`src/rtl/core/tscrm_pkg.sv`:
```
package tscrm_pkg;

  // configuration register indexes
  typedef enum logic [1:0] {
    REG_RAMP_SELECT   = 2'd0,
    REG_HUE_SHIFT     = 2'd1,
    REG_GAIN_LEVEL    = 2'd2,
    REG_STRETCH_LEVEL = 2'd3
  } cfg_reg_t;

  // ramp codes, the unused code falls back to the warm ramp
  localparam logic [1:0] RAMP_COOL    = 2'd0;
  localparam logic [1:0] RAMP_PHOSPHOR = 2'd1;
  localparam logic [1:0] RAMP_WARM    = 2'd2;

  localparam int unsigned CFG_DATA_W = 10;
  localparam int unsigned LEVEL_W    = 10;

  // reset values of the registers
  localparam logic [1:0]         RAMP_SELECT_RST   = RAMP_WARM;
  localparam logic [LEVEL_W-1:0] HUE_SHIFT_RST     = 10'd0;
  localparam logic [LEVEL_W-1:0] GAIN_LEVEL_RST    = 10'd500;
  localparam logic [LEVEL_W-1:0] STRETCH_LEVEL_RST = 10'd500;

  // position arithmetic
  localparam logic [10:0] POS_MOD     = 11'd1001;
  localparam logic [10:0] POS_MOD_X2  = 11'd2002;
  localparam logic [9:0]  POS_MID     = 10'd500;
  localparam logic [10:0] LEVEL_BIAS  = 11'd500;
  localparam logic signed [9:0]  MID_GRAY    = 10'sd128;
  localparam logic signed [10:0] MID_GRAY_W  = 11'sd128;
  localparam logic signed [10:0] BYTE_MAX_W  = 11'sd255;
  localparam logic [7:0]  ALPHA_OPAQUE = 8'd255;

  // truncating divide by 1000: floor(x * RECIP / 2^RECIP_SHIFT) is exact for x < 2^20
  localparam int unsigned DIV_IN_W    = 20;
  localparam int unsigned DIV_OUT_W   = 10;
  localparam int unsigned RECIP_SHIFT = 29;
  localparam logic [DIV_IN_W-1:0] RECIP = 20'd536871;

  // stop colors, indexed [ramp][stop][channel], stops low/mid/high, channels r/g/b
  localparam logic [7:0] RAMP_TBL [3][3][3] = '{
    '{ '{8'd8,   8'd28,  8'd60},  '{8'd44,  8'd132, 8'd188}, '{8'd186, 8'd242, 8'd214} },
    '{ '{8'd6,   8'd24,  8'd10},  '{8'd42,  8'd148, 8'd52},  '{8'd190, 8'd255, 8'd170} },
    '{ '{8'd72,  8'd32,  8'd76},  '{8'd144, 8'd70,  8'd154}, '{8'd255, 8'd196, 8'd92} }
  };

endpackage

```
`src/rtl/core/tscrm_div1000.sv`:
```
module tscrm_div1000 (
  input  logic clk,
  input  logic en,
  input  logic signed [tscrm_pkg::DIV_IN_W-1:0]  num,
  output logic signed [tscrm_pkg::DIV_OUT_W-1:0] quo
);
  import tscrm_pkg::*;

  logic                    neg;
  logic [DIV_IN_W-1:0]     mag;
  logic [2*DIV_IN_W-1:0]   prod;
  logic [DIV_OUT_W-1:0]    q_r;
  logic                    neg_r;

  // divide the magnitude, sign goes back on afterwards (truncation toward zero)
  always_comb begin
    neg  = num[DIV_IN_W-1];
    mag  = neg ? DIV_IN_W'(-num) : DIV_IN_W'(num);
    prod = (2*DIV_IN_W)'(mag) * (2*DIV_IN_W)'(RECIP);
  end

  always_ff @(posedge clk) begin
    if (en) begin
      q_r   <= prod[RECIP_SHIFT +: DIV_OUT_W];
      neg_r <= neg;
    end
  end

  assign quo = neg_r ? -$signed(q_r) : $signed(q_r);

endmodule

```
`src/rtl/core/three_stop_color_ramp_mapper_core.sv`:
```
// Three-stop color ramp mapper: turns one field sample (per mille) into one RGBA word.
// The sample plus hue_shift, modulo 1001, places the pixel on the selected ramp; the
// color blends low-to-mid or mid-to-high, then each channel gets the brightness gain
// (gain_level+500)/1000 and the contrast stretch about 128 by (stretch_level+500)/1000,
// and clamps to 0..255. Alpha is always 255. Every divide by 1000 truncates toward zero.
// Throughput is one word per clock while out_tready keeps the output drained; a word reaches
// out_tvalid through nine register stages (ramp lookup, blend multiply, blend divide,
// blend add, brightness multiply and divide, contrast multiply and divide, clamp), each
// divide by 1000 done as a reciprocal multiply. The whole pipeline holds while the output
// word waits, so out_tready low with a word waiting stalls the input side at once, even
// with bubbles still in the pipeline. Configuration writes act at once and must be made
// while the pipeline is empty. No state beyond the four registers; ramp_select 3 maps to
// the warm ramp.
module three_stop_color_ramp_mapper_core (
  input  logic        clk,
  input  logic        rst_n,
  // input stream
  input  logic        in_tvalid,
  output logic        in_tready,
  input  logic [15:0] in_tdata,   // [9:0] sample, [15:10] zero
  // result stream
  output logic        out_tvalid,
  input  logic        out_tready,
  output logic [31:0] out_tdata,  // [7:0] red, [15:8] green, [23:16] blue, [31:24] alpha
  // configuration write port
  input  logic        cfg_we,
  input  logic [1:0]  cfg_index,
  input  logic [tscrm_pkg::CFG_DATA_W-1:0] cfg_data
);
  import tscrm_pkg::*;

  localparam int unsigned NCH = 3;

  // configuration registers
  logic [1:0]         ramp_select_r;
  logic [LEVEL_W-1:0] hue_shift_r;
  logic [LEVEL_W-1:0] gain_level_r;
  logic [LEVEL_W-1:0] stretch_level_r;

  always_ff @(posedge clk) begin
    if (!rst_n) begin
      ramp_select_r   <= RAMP_SELECT_RST;
      hue_shift_r     <= HUE_SHIFT_RST;
      gain_level_r    <= GAIN_LEVEL_RST;
      stretch_level_r <= STRETCH_LEVEL_RST;
    end else if (cfg_we) begin
      unique case (cfg_reg_t'(cfg_index))
        REG_RAMP_SELECT:   ramp_select_r   <= cfg_data[1:0];
        REG_HUE_SHIFT:     hue_shift_r     <= cfg_data[LEVEL_W-1:0];
        REG_GAIN_LEVEL:    gain_level_r    <= cfg_data[LEVEL_W-1:0];
        REG_STRETCH_LEVEL: stretch_level_r <= cfg_data[LEVEL_W-1:0];
        default: ;
      endcase
    end
  end

  // pipeline advance: everything moves when the output register is free or drained
  logic en;
  assign en        = !out_tvalid || out_tready;
  assign in_tready = en;

  // valid bits for stages a..h, output stage is out_tvalid
  logic [7:0] vld_r;
  logic [7:0] vld_nxt;
  logic       out_vld_r;

  assign vld_nxt = {vld_r[6:0], in_tvalid};

  always_ff @(posedge clk) begin
    if (!rst_n) begin
      vld_r     <= '0;
      out_vld_r <= 1'b0;
    end else if (en) begin
      vld_r     <= vld_nxt;
      out_vld_r <= vld_r[7];
    end
  end
  assign out_tvalid = out_vld_r;

  // stage a: ramp position, segment, blend amount and stop pair per channel
  logic [10:0]       pos_sum;
  logic [10:0]       pos_w;
  logic [9:0]        pos;
  logic              upper;
  logic [9:0]        amt_nxt;
  logic [1:0]        rsel;
  logic [7:0]        a_nxt [NCH];
  logic signed [8:0] d_nxt [NCH];

  logic [9:0]        amt_a_r;
  logic [7:0]        a_a_r [NCH];
  logic signed [8:0] d_a_r [NCH];

  always_comb begin
    pos_sum = {1'b0, in_tdata[9:0]} + {1'b0, hue_shift_r};
    if (pos_sum >= POS_MOD_X2) begin
      pos_w = pos_sum - POS_MOD_X2;
    end else if (pos_sum >= POS_MOD) begin
      pos_w = pos_sum - POS_MOD;
    end else begin
      pos_w = pos_sum;
    end
    pos     = pos_w[9:0];
    upper   = pos > POS_MID;
    amt_nxt = upper ? 10'((pos - POS_MID) << 1) : 10'(pos << 1);
    rsel    = (ramp_select_r == RAMP_COOL || ramp_select_r == RAMP_PHOSPHOR) ?
              ramp_select_r : RAMP_WARM;
    for (int ch = 0; ch < NCH; ch++) begin
      a_nxt[ch] = upper ? RAMP_TBL[rsel][1][ch] : RAMP_TBL[rsel][0][ch];
      d_nxt[ch] = upper ?
                  $signed({1'b0, RAMP_TBL[rsel][2][ch]}) - $signed({1'b0, RAMP_TBL[rsel][1][ch]}) :
                  $signed({1'b0, RAMP_TBL[rsel][1][ch]}) - $signed({1'b0, RAMP_TBL[rsel][0][ch]});
    end
  end

  always_ff @(posedge clk) begin
    if (en) begin
      amt_a_r <= amt_nxt;
      for (int ch = 0; ch < NCH; ch++) begin
        a_a_r[ch] <= a_nxt[ch];
        d_a_r[ch] <= d_nxt[ch];
      end
    end
  end

  // gain and stretch factors; the user must keep them stable while items are in flight, the block does not enforce it
  logic [10:0] gain;
  logic [10:0] stretch;
  assign gain    = {1'b0, gain_level_r} + LEVEL_BIAS;
  assign stretch = {1'b0, stretch_level_r} + LEVEL_BIAS;

  logic [7:0] red, green, blue;

  // per-channel lanes
  for (genvar ch = 0; ch < NCH; ch++) begin : g_lane
    logic signed [DIV_IN_W-1:0]  blend_prod_b_r;
    logic [7:0]                  a_b_r;
    logic [7:0]                  a_c_r;
    logic signed [DIV_OUT_W-1:0] blend_q;
    logic signed [DIV_OUT_W-1:0] c_sum;
    logic [7:0]                  c_d_r;
    logic [18:0]                 gain_prod_e_r;
    logic signed [DIV_OUT_W-1:0] gain_q;
    logic signed [DIV_OUT_W-1:0] dev;
    logic signed [DIV_IN_W-1:0]  str_prod_g_r;
    logic signed [DIV_OUT_W-1:0] str_q;
    logic signed [10:0]          pix;
    logic [7:0]                  byte_i_r;

    // stage b: ramp difference times blend amount
    always_ff @(posedge clk) begin
      if (en) begin
        blend_prod_b_r <= $signed({{(DIV_IN_W-9){d_a_r[ch][8]}}, d_a_r[ch]}) *
                          $signed({{(DIV_IN_W-10){1'b0}}, amt_a_r});
        a_b_r          <= a_a_r[ch];
      end
    end

    // stage c: blend quotient
    tscrm_div1000 u_div_blend (
      .clk (clk),
      .en  (en),
      .num (blend_prod_b_r),
      .quo (blend_q)
    );

    always_ff @(posedge clk) begin
      if (en) begin
        a_c_r <= a_b_r;
      end
    end

    // stage d: blended channel, always lands in 0..255
    assign c_sum = $signed({2'b00, a_c_r}) + blend_q;

    always_ff @(posedge clk) begin
      if (en) begin
        c_d_r <= c_sum[7:0];
      end
    end

    // stage e: brightness product
    always_ff @(posedge clk) begin
      if (en) begin
        gain_prod_e_r <= 19'(c_d_r) * 19'(gain);
      end
    end

    // stage f: brightness quotient
    tscrm_div1000 u_div_gain (
      .clk (clk),
      .en  (en),
      .num ($signed({1'b0, gain_prod_e_r})),
      .quo (gain_q)
    );

    // stage g: deviation from mid gray times contrast factor
    assign dev = gain_q - MID_GRAY;

    always_ff @(posedge clk) begin
      if (en) begin
        str_prod_g_r <= $signed({{(DIV_IN_W-DIV_OUT_W){dev[DIV_OUT_W-1]}}, dev}) *
                        $signed({{(DIV_IN_W-11){1'b0}}, stretch});
      end
    end

    // stage h: contrast quotient
    tscrm_div1000 u_div_stretch (
      .clk (clk),
      .en  (en),
      .num (str_prod_g_r),
      .quo (str_q)
    );

    // output stage: recenter and clamp to a byte
    assign pix = $signed({str_q[DIV_OUT_W-1], str_q}) + MID_GRAY_W;

    always_ff @(posedge clk) begin
      if (en) begin
        if (pix < 0) begin
          byte_i_r <= 8'd0;
        end else if (pix > BYTE_MAX_W) begin
          byte_i_r <= 8'd255;
        end else begin
          byte_i_r <= pix[7:0];
        end
      end
    end
  end

  assign red   = g_lane[0].byte_i_r;
  assign green = g_lane[1].byte_i_r;
  assign blue  = g_lane[2].byte_i_r;

  assign out_tdata = {ALPHA_OPAQUE, blue, green, red};

endmodule
```
`config.mk`:
```
export PLATFORM = sky130hd
export DESIGN_NAME = three_stop_color_ramp_mapper_core
export DESIGN_NICKNAME = d
export VERILOG_FILES = /design/src/rtl/core/tscrm_pkg.sv /design/src/rtl/core/tscrm_div1000.sv /design/src/rtl/core/three_stop_color_ramp_mapper_core.sv
export SDC_FILE = /design/constraint.sdc
export NUM_CORES = 2
export LEC_CHECK = 0
export BUFFER_PORTS_ARGS = -buffer_cell sky130_fd_sc_hd__buf_2
export CAP_MARGIN = 10
export CORE_MARGIN = 2
export CORE_UTILIZATION = 35
export CTS_BUF_LIST = sky130_fd_sc_hd__clkbuf_8
export CTS_CLUSTER_SIZE = 8
export DETAILED_ROUTE_END_ITERATION = 7
export GPL_TIMING_DRIVEN = 0
export MAX_ROUTING_LAYER = met4
export SKIP_CTS_REPAIR_TIMING = 1
export SYNTH_ARGS = -nofsm -noshare
export SYNTH_HDL_FRONTEND = slang
export SYNTH_SLANG_ARGS = --single-unit
```
`constraint.sdc`:
```
create_clock -name clk -period 22.7 [get_ports clk]
set_input_delay 2.27 -clock clk [delete_from_list [all_inputs] [get_ports clk]]
set_output_delay 2.27 -clock clk [all_outputs]
set_load 0.005 [all_outputs]
```
# Word-level counts from Yosys, hierarchy flattened
# Memories as Yosys holds them, arrays and structs flattened. A register that Yosys moved wholly into a read port is not among the register bits.
# Index checks and enable logic that the tools add are counted.
# totals
regBits	390
ram_bits	51
input_bits	33
out_inout_bits	34
wordCells	147
n_memories	2
# classes
add_sub_neg	33
n_mul	18
magnitude_cmp	10
n_eq_ne	4
n_mux	30
bitwise_logic	1
n_reduce_logical	9
# mem_list
name	words	word_bits	rd	rd_clocked_by_memory_dff	write_ports	line_no	text
d_a_r	3	9	3	0	3	three_stop_color_ramp_mapper_core.sv:92	logic signed [8:0] d_a_r [NCH];
a_a_r	3	8	3	3	3	three_stop_color_ramp_mapper_core.sv:91	logic [7:0] a_a_r [NCH];
# op_table
operator	count
$bmux W72 S2	1
$mux W72	2
$mux W20	6
$neg A20 Y20	6
$mul A19 B20 Y39 const B	3
$mul A20 B20 Y39 const B	3
$mul A20 B20 Y37 const B	3
$mux W8	9
$mul A10 B12 Y20	3
$mul A9 B11 Y20	3
$mux W10	6
$mul A8 B11 Y19	3
$add A10 B9 Y11 const B	5
$sub A8 B8 Y9	6
$gt A11 B9 Y1 const B	3
$lt A11 B1 Y1 const B	3
$neg A10 Y10	3
$sub A10 B9 Y10 const B	3
$mux W9	3
$add A8 B8 Y8	3
$neg A8 Y8	3
$sub A10 B10 Y10 const B	2
$add A10 B10 Y11	1
$ge A11 B10 Y1 const B	1
other kinds (13)	21

# Logic depth before layout (Yosys ltp)
# depth
ltp_word	9
ltp_mapped	29
ltp_nobuf	29

# Hierarchy
# From an unflattened synthesis, not the netlist that was laid out.
# unflattened
hier_cells	9588
area_unflattened_um2	94182.8
# by_module_without_submodules
mod	n_inst	cells_per_inst	area_per_inst_um2	seq_area_each_um2
three_stop_color_ramp_mapper_core	1	4037	39902.0	9439.1
tscrm_div1000 at g_lane[1].u_div_gain ...	4	573	5809.3	330.3
tscrm_div1000 at g_lane[0].u_div_gain ...	3	659	6256.0	330.3
tscrm_div1000 at g_lane[0].u_div_blend	1	688	6376.1	330.3
tscrm_div1000 at g_lane[2].u_div_stretch	1	594	5899.4	330.3

# Least setup slack after synthesis
# OpenSTA, ideal clock, no wires.
# synth_timing
path_kind	input to register
from	input port out_tready
to	memory a_a_r[1][3] (netlist: a_a_r[0][11]) (enable)
setup_time_ns	3.110
arrival_ns	9.653
t_required_ns	19.590
path_slack_ns	9.936
cell_stages	3
n_path_buf	1
path_cell_list	nor2b_1 > clkbuf_1 > clkinv_1
# synth_lines
item	line_no	text
from (decl)	three_stop_color_ramp_mapper_core.sv:23	input logic out_tready,
to (decl)	three_stop_color_ramp_mapper_core.sv:91	

# Worst setup path in the final report
# layout_timing
from	register g_lane[1].str_prod_g_r[19]
to	register g_lane[1].u_div_stretch.q_r[9] (data pin)
# layout_between
elab_chain_cells	3
# layout_rtl
item	line_no	text
from (decl)	three_stop_color_ramp_mapper_core.sv:145	logic signed [DIV_IN_W-1:0] str_prod_g_r;
from (signal assigned)	three_stop_color_ramp_mapper_core.sv:202	str_prod_g_r <= $signed({{(DIV_IN_W-DIV_OUT_W){dev[DIV_OUT_W-1]}}, dev}) *
$neg A20 Y20	tscrm_div1000.sv:18	mag = neg ? DIV_IN_W'(-num) : DIV_IN_W'(num);
$mux W20 *	tscrm_div1000.sv:18	
$mul A20 B20 Y39 *	tscrm_div1000.sv:19	prod = (2*DIV_IN_W)'(mag) * (2*DIV_IN_W)'(RECIP);
named net g_lane[1].u_div_stretch.prod[38]	tscrm_div1000.sv:11	logic [2*DIV_IN_W-1:0] prod;
to (signal assigned)	tscrm_div1000.sv:24	q_r <= prod[RECIP_SHIFT +: DIV_OUT_W];
to (decl)	tscrm_div1000.sv:12	logic [DIV_OUT_W-1:0] q_r;
# The timed path passes the listed nets; every way through them passes the cells marked *.
# A chain may end at the register's enable or synchronous reset.

==> key figures <==
GRT
  – Vias in the first global route: 64700
  – Largest net degree at the start of global routing: 99
  – First-pass GRT wire length: 331000 um
  – Grt ovf: 0
  – Total GRT Usage: 16.4%
  – Initial antenna violation count: 15

Timing
  – Final hold vios: 0
  – Minimum clock period: 8.68 ns
  – Slew Limit Fails: 0
  – Final TNS setup: 0 ns
  – # setup viols final: 0
  – Clock Skews: 0.0557 ns
  – Unrepaired setup endpoints after global routing: false
  – Worst slew pin tran: 1.32 ns
  – Fmax: 115 MHz
  – Slew HR: 11.5%
  – Fin crit share: 38.2%

Detailed routing
  – DR DRC count: 0
  – WL/cell: 16.0 um
  – Final antenna-violating net count: 0
  – Post-Route WL: 198000 um
  – Drt pass-1 iters: 5
  – First DRT Iteration DRCs: 3019
  – Via count: 59400
  – Vias per inst: 4.82

Worst setup path
  – Buf/Inv on CP: 6
  – Reg-to-reg endpoint: g_lane[1].u_div_stretch.q_r[9]
  – Worst Path Max Fanout: 10
  – Crit path max-delay family: adder cells
  – CP Data Required Time: 23.22 ns
  – Reg2reg path depth: 26
  – R2r setup slk: 14.02 ns
  – Worst path slowest cell: xnor2_1
  – Crit path arrival time: 9.20 ns
  – Critical Path End Type: register
  – Worst Setup SP: g_lane[1].str_prod_g_r[19]
  – CP startpoint kind: register
  – CP max stage delay: 0.92 ns
  – Most Frequent Cell on Critical Path: fa_1
  – Critical R2R Launch: g_lane[1].str_prod_g_r[19]
  – CP Depth: 26
  – Critical path capture point: g_lane[1].u_div_stretch.q_r[9]
  – Crit path kind: register to register

Job
  – Maxcap violations: 0

Layout
  – Area growth from synthesis to layout: 7.08%
  – Fillers: 24800
  – Commonest cells after routing, fill and taps aside: inv_1 (2136), ha_1 (1994), fa_1 (1249), nand2_1 (567), edfxtp_1 (377)
  – Share of layout cells above drive strength 1: 2.59%
  – Most common cell after layout, fill and taps aside: inv_1
  – Fin nets: 12200

Logic synthesis
  – Syn_area_per_cell: 10.0 um^2
  – Ys Warns: 0
  – #FFs+latches synth: 418
  – Async set-reset flop share out of synthesis: 0%
  – Mapped cell area: 87800 um^2
  – Yosys cell types: 81
  – Ys flop type: edfxtp_1
  – Seq/Total Area, Yosys: 13.8%
  – Synth Instances: 8781
  – Number of enable flip-flop cells after synthesis: 377

Clock network
  – Clock sink total: 418
  – Reg clk slew, reported paths: 0.08 ns
  – Worst-skew pair later-pin latency: 0.82 ns
  – Cts bufs inserted: 76
  – Clock tree from TritonCTS: built
  – H-tree levels: 3
  – Max clock buf depth: 3
  – Root Buffer: clkbuf_8

Place
  – GP Congestion: 0.915
  – Detail Placement HPWL: 169000 um
  – Buffers on Ports: 52

Die
  – Die Y: 505 um
  – # IOs: 67
  – Placeable Area: 249000 um^2
  – Die W: 505 um
  – Starting Density: 35.2%
  – Row cnt: 183
  – Die area: 255000 um^2

Outcome
  – Status: complete, no violations

Worst hold path
  – Worst hold path class: register to register
## flip-flops by register name (all words and copies together), names as in the netlist, 16 cells and up
signal and count:
g_lane.str_prod_g_r 60, g_lane.gain_prod_e_r 57, g_lane.blend_prod_b_r 56, g_lane.u_div_gain.q_r 30, g_lane.u_div_stretch.q_r 30, g_lane.c_d_r 24
g_lane.u_div_blend.q_r 24, d_a_r 18, g_lane.byte_i_r 16
## metal layers
metal	wire, um	GRT usage, %	vias to the layer above
li1	-	-	28500
met1	88200	20.7	29700
met2	97800	28.4	995
met3	7640	1.84	249
met4	4100	3.02	0
met5	0	-	-
## layout make-up
class / instances / area, um^2 / share of cell area [%]
buffer: 169 / 673 / 0.716
antenna: 9 / 22.5 / 0.0240
timing repair buffer: 57 / 382 / 0.406
tap: 3330 / 4170 / 4.43
clock inverter: 52 / 494 / 0.526
clock buffer: 79 / 1090 / 1.16
multi-input combinational: 6087 / 67100 / 71.3
sequential: 418 / 12100 / 12.9
inverter: 2123 / 7970 / 8.48
## through the flow
step                      worst slack, ns  instances  util [%]  hold WS, ns  instance area [um^2]
after floorplan                      9.94       8797         -        0.400                 87900
after global placement               4.37      12200      37.1        0.403                 92300
after detailed placement            14.04      12200      37.1        0.405                 92400
after CTS                           14.03      12300      37.7        0.406                 94000
after global routing                13.50      12300      37.7        0.421                 94000
final                               14.02      12300      37.7        0.404                 94000
## kinds of logic after synthesis
kind of cell	Yosys count	synth area share, %
compound gates	811	6.22
other cells	2	0.00855
simple gates	1617	9.22
fa+ha+maj	3243	56.9
xor+xnor	381	3.81
flops	418	13.8
buf+inv	2292	9.84
mux	17	0.197
## how the worst min path moves through the flow
stage / startpoint / end / slack, ns / cells past startpoint
2_1_floorplan: a_a_r[0][2] / g_lane[0].a_b_r[2] / 0.40 / 0
3_3_place_gp: g_lane[2].a_b_r[2] / g_lane[0].a_c_r[3] / 0.40 / 0
3_5_place_dp: g_lane[0].a_b_r[2] / g_lane[0].a_c_r[2] / 0.40 / 0
4_1_cts: a_a_r[0][12] / g_lane[1].a_b_r[4] / 0.41 / 0
5_1_grt: g_lane[2].a_b_r[1] / g_lane[2].a_c_r[1] / 0.42 / 0
6_report: a_a_r[0][12] / g_lane[1].a_b_r[4] / 0.40 / 0
## synthesized netlist by cell type (8+ instances only)
cell       count  area share, %
o2111ai_1     12           0.12
a21oi_1      205            1.2
or2_2         29           0.21
a2111oi_0     11           0.11
a21o_1        98           0.84
a21boi_0      23           0.20
edfxtp_1     377             13
a31oi_1       18           0.13
nor2b_1       89           0.63
dfxtp_1       41           0.93
o31a_1         8          0.080
nor3_1        87           0.50
a31o_2        11           0.11
a211oi_1      32           0.27
and3_1        31           0.22
inv_1       2118            9.1
nand2b_1      83           0.59
clkbuf_1     155           0.66
o21bai_1      43           0.37
nor2_1       192           0.82
or3_1         35           0.25
o211ai_1      19           0.16
fa_1        1249             28
o21ai_0      135           0.77
nand2_1      567            2.4
and2_1       342            2.4
nand4_1       23           0.16
xor2_1        99           0.99
buf_4          9          0.077
ha_1        1994             28
o21a_1        47           0.40
nand3_1       90           0.51
xnor2_1      281            2.8
or4_1         18           0.15
o31ai_1       53           0.45
mux2i_1       15           0.17
o41ai_1       21           0.21
Power is left out: the tool's default activity adds up to more than one toggle a clock period on the data nets, which glitch-free logic cannot reach.
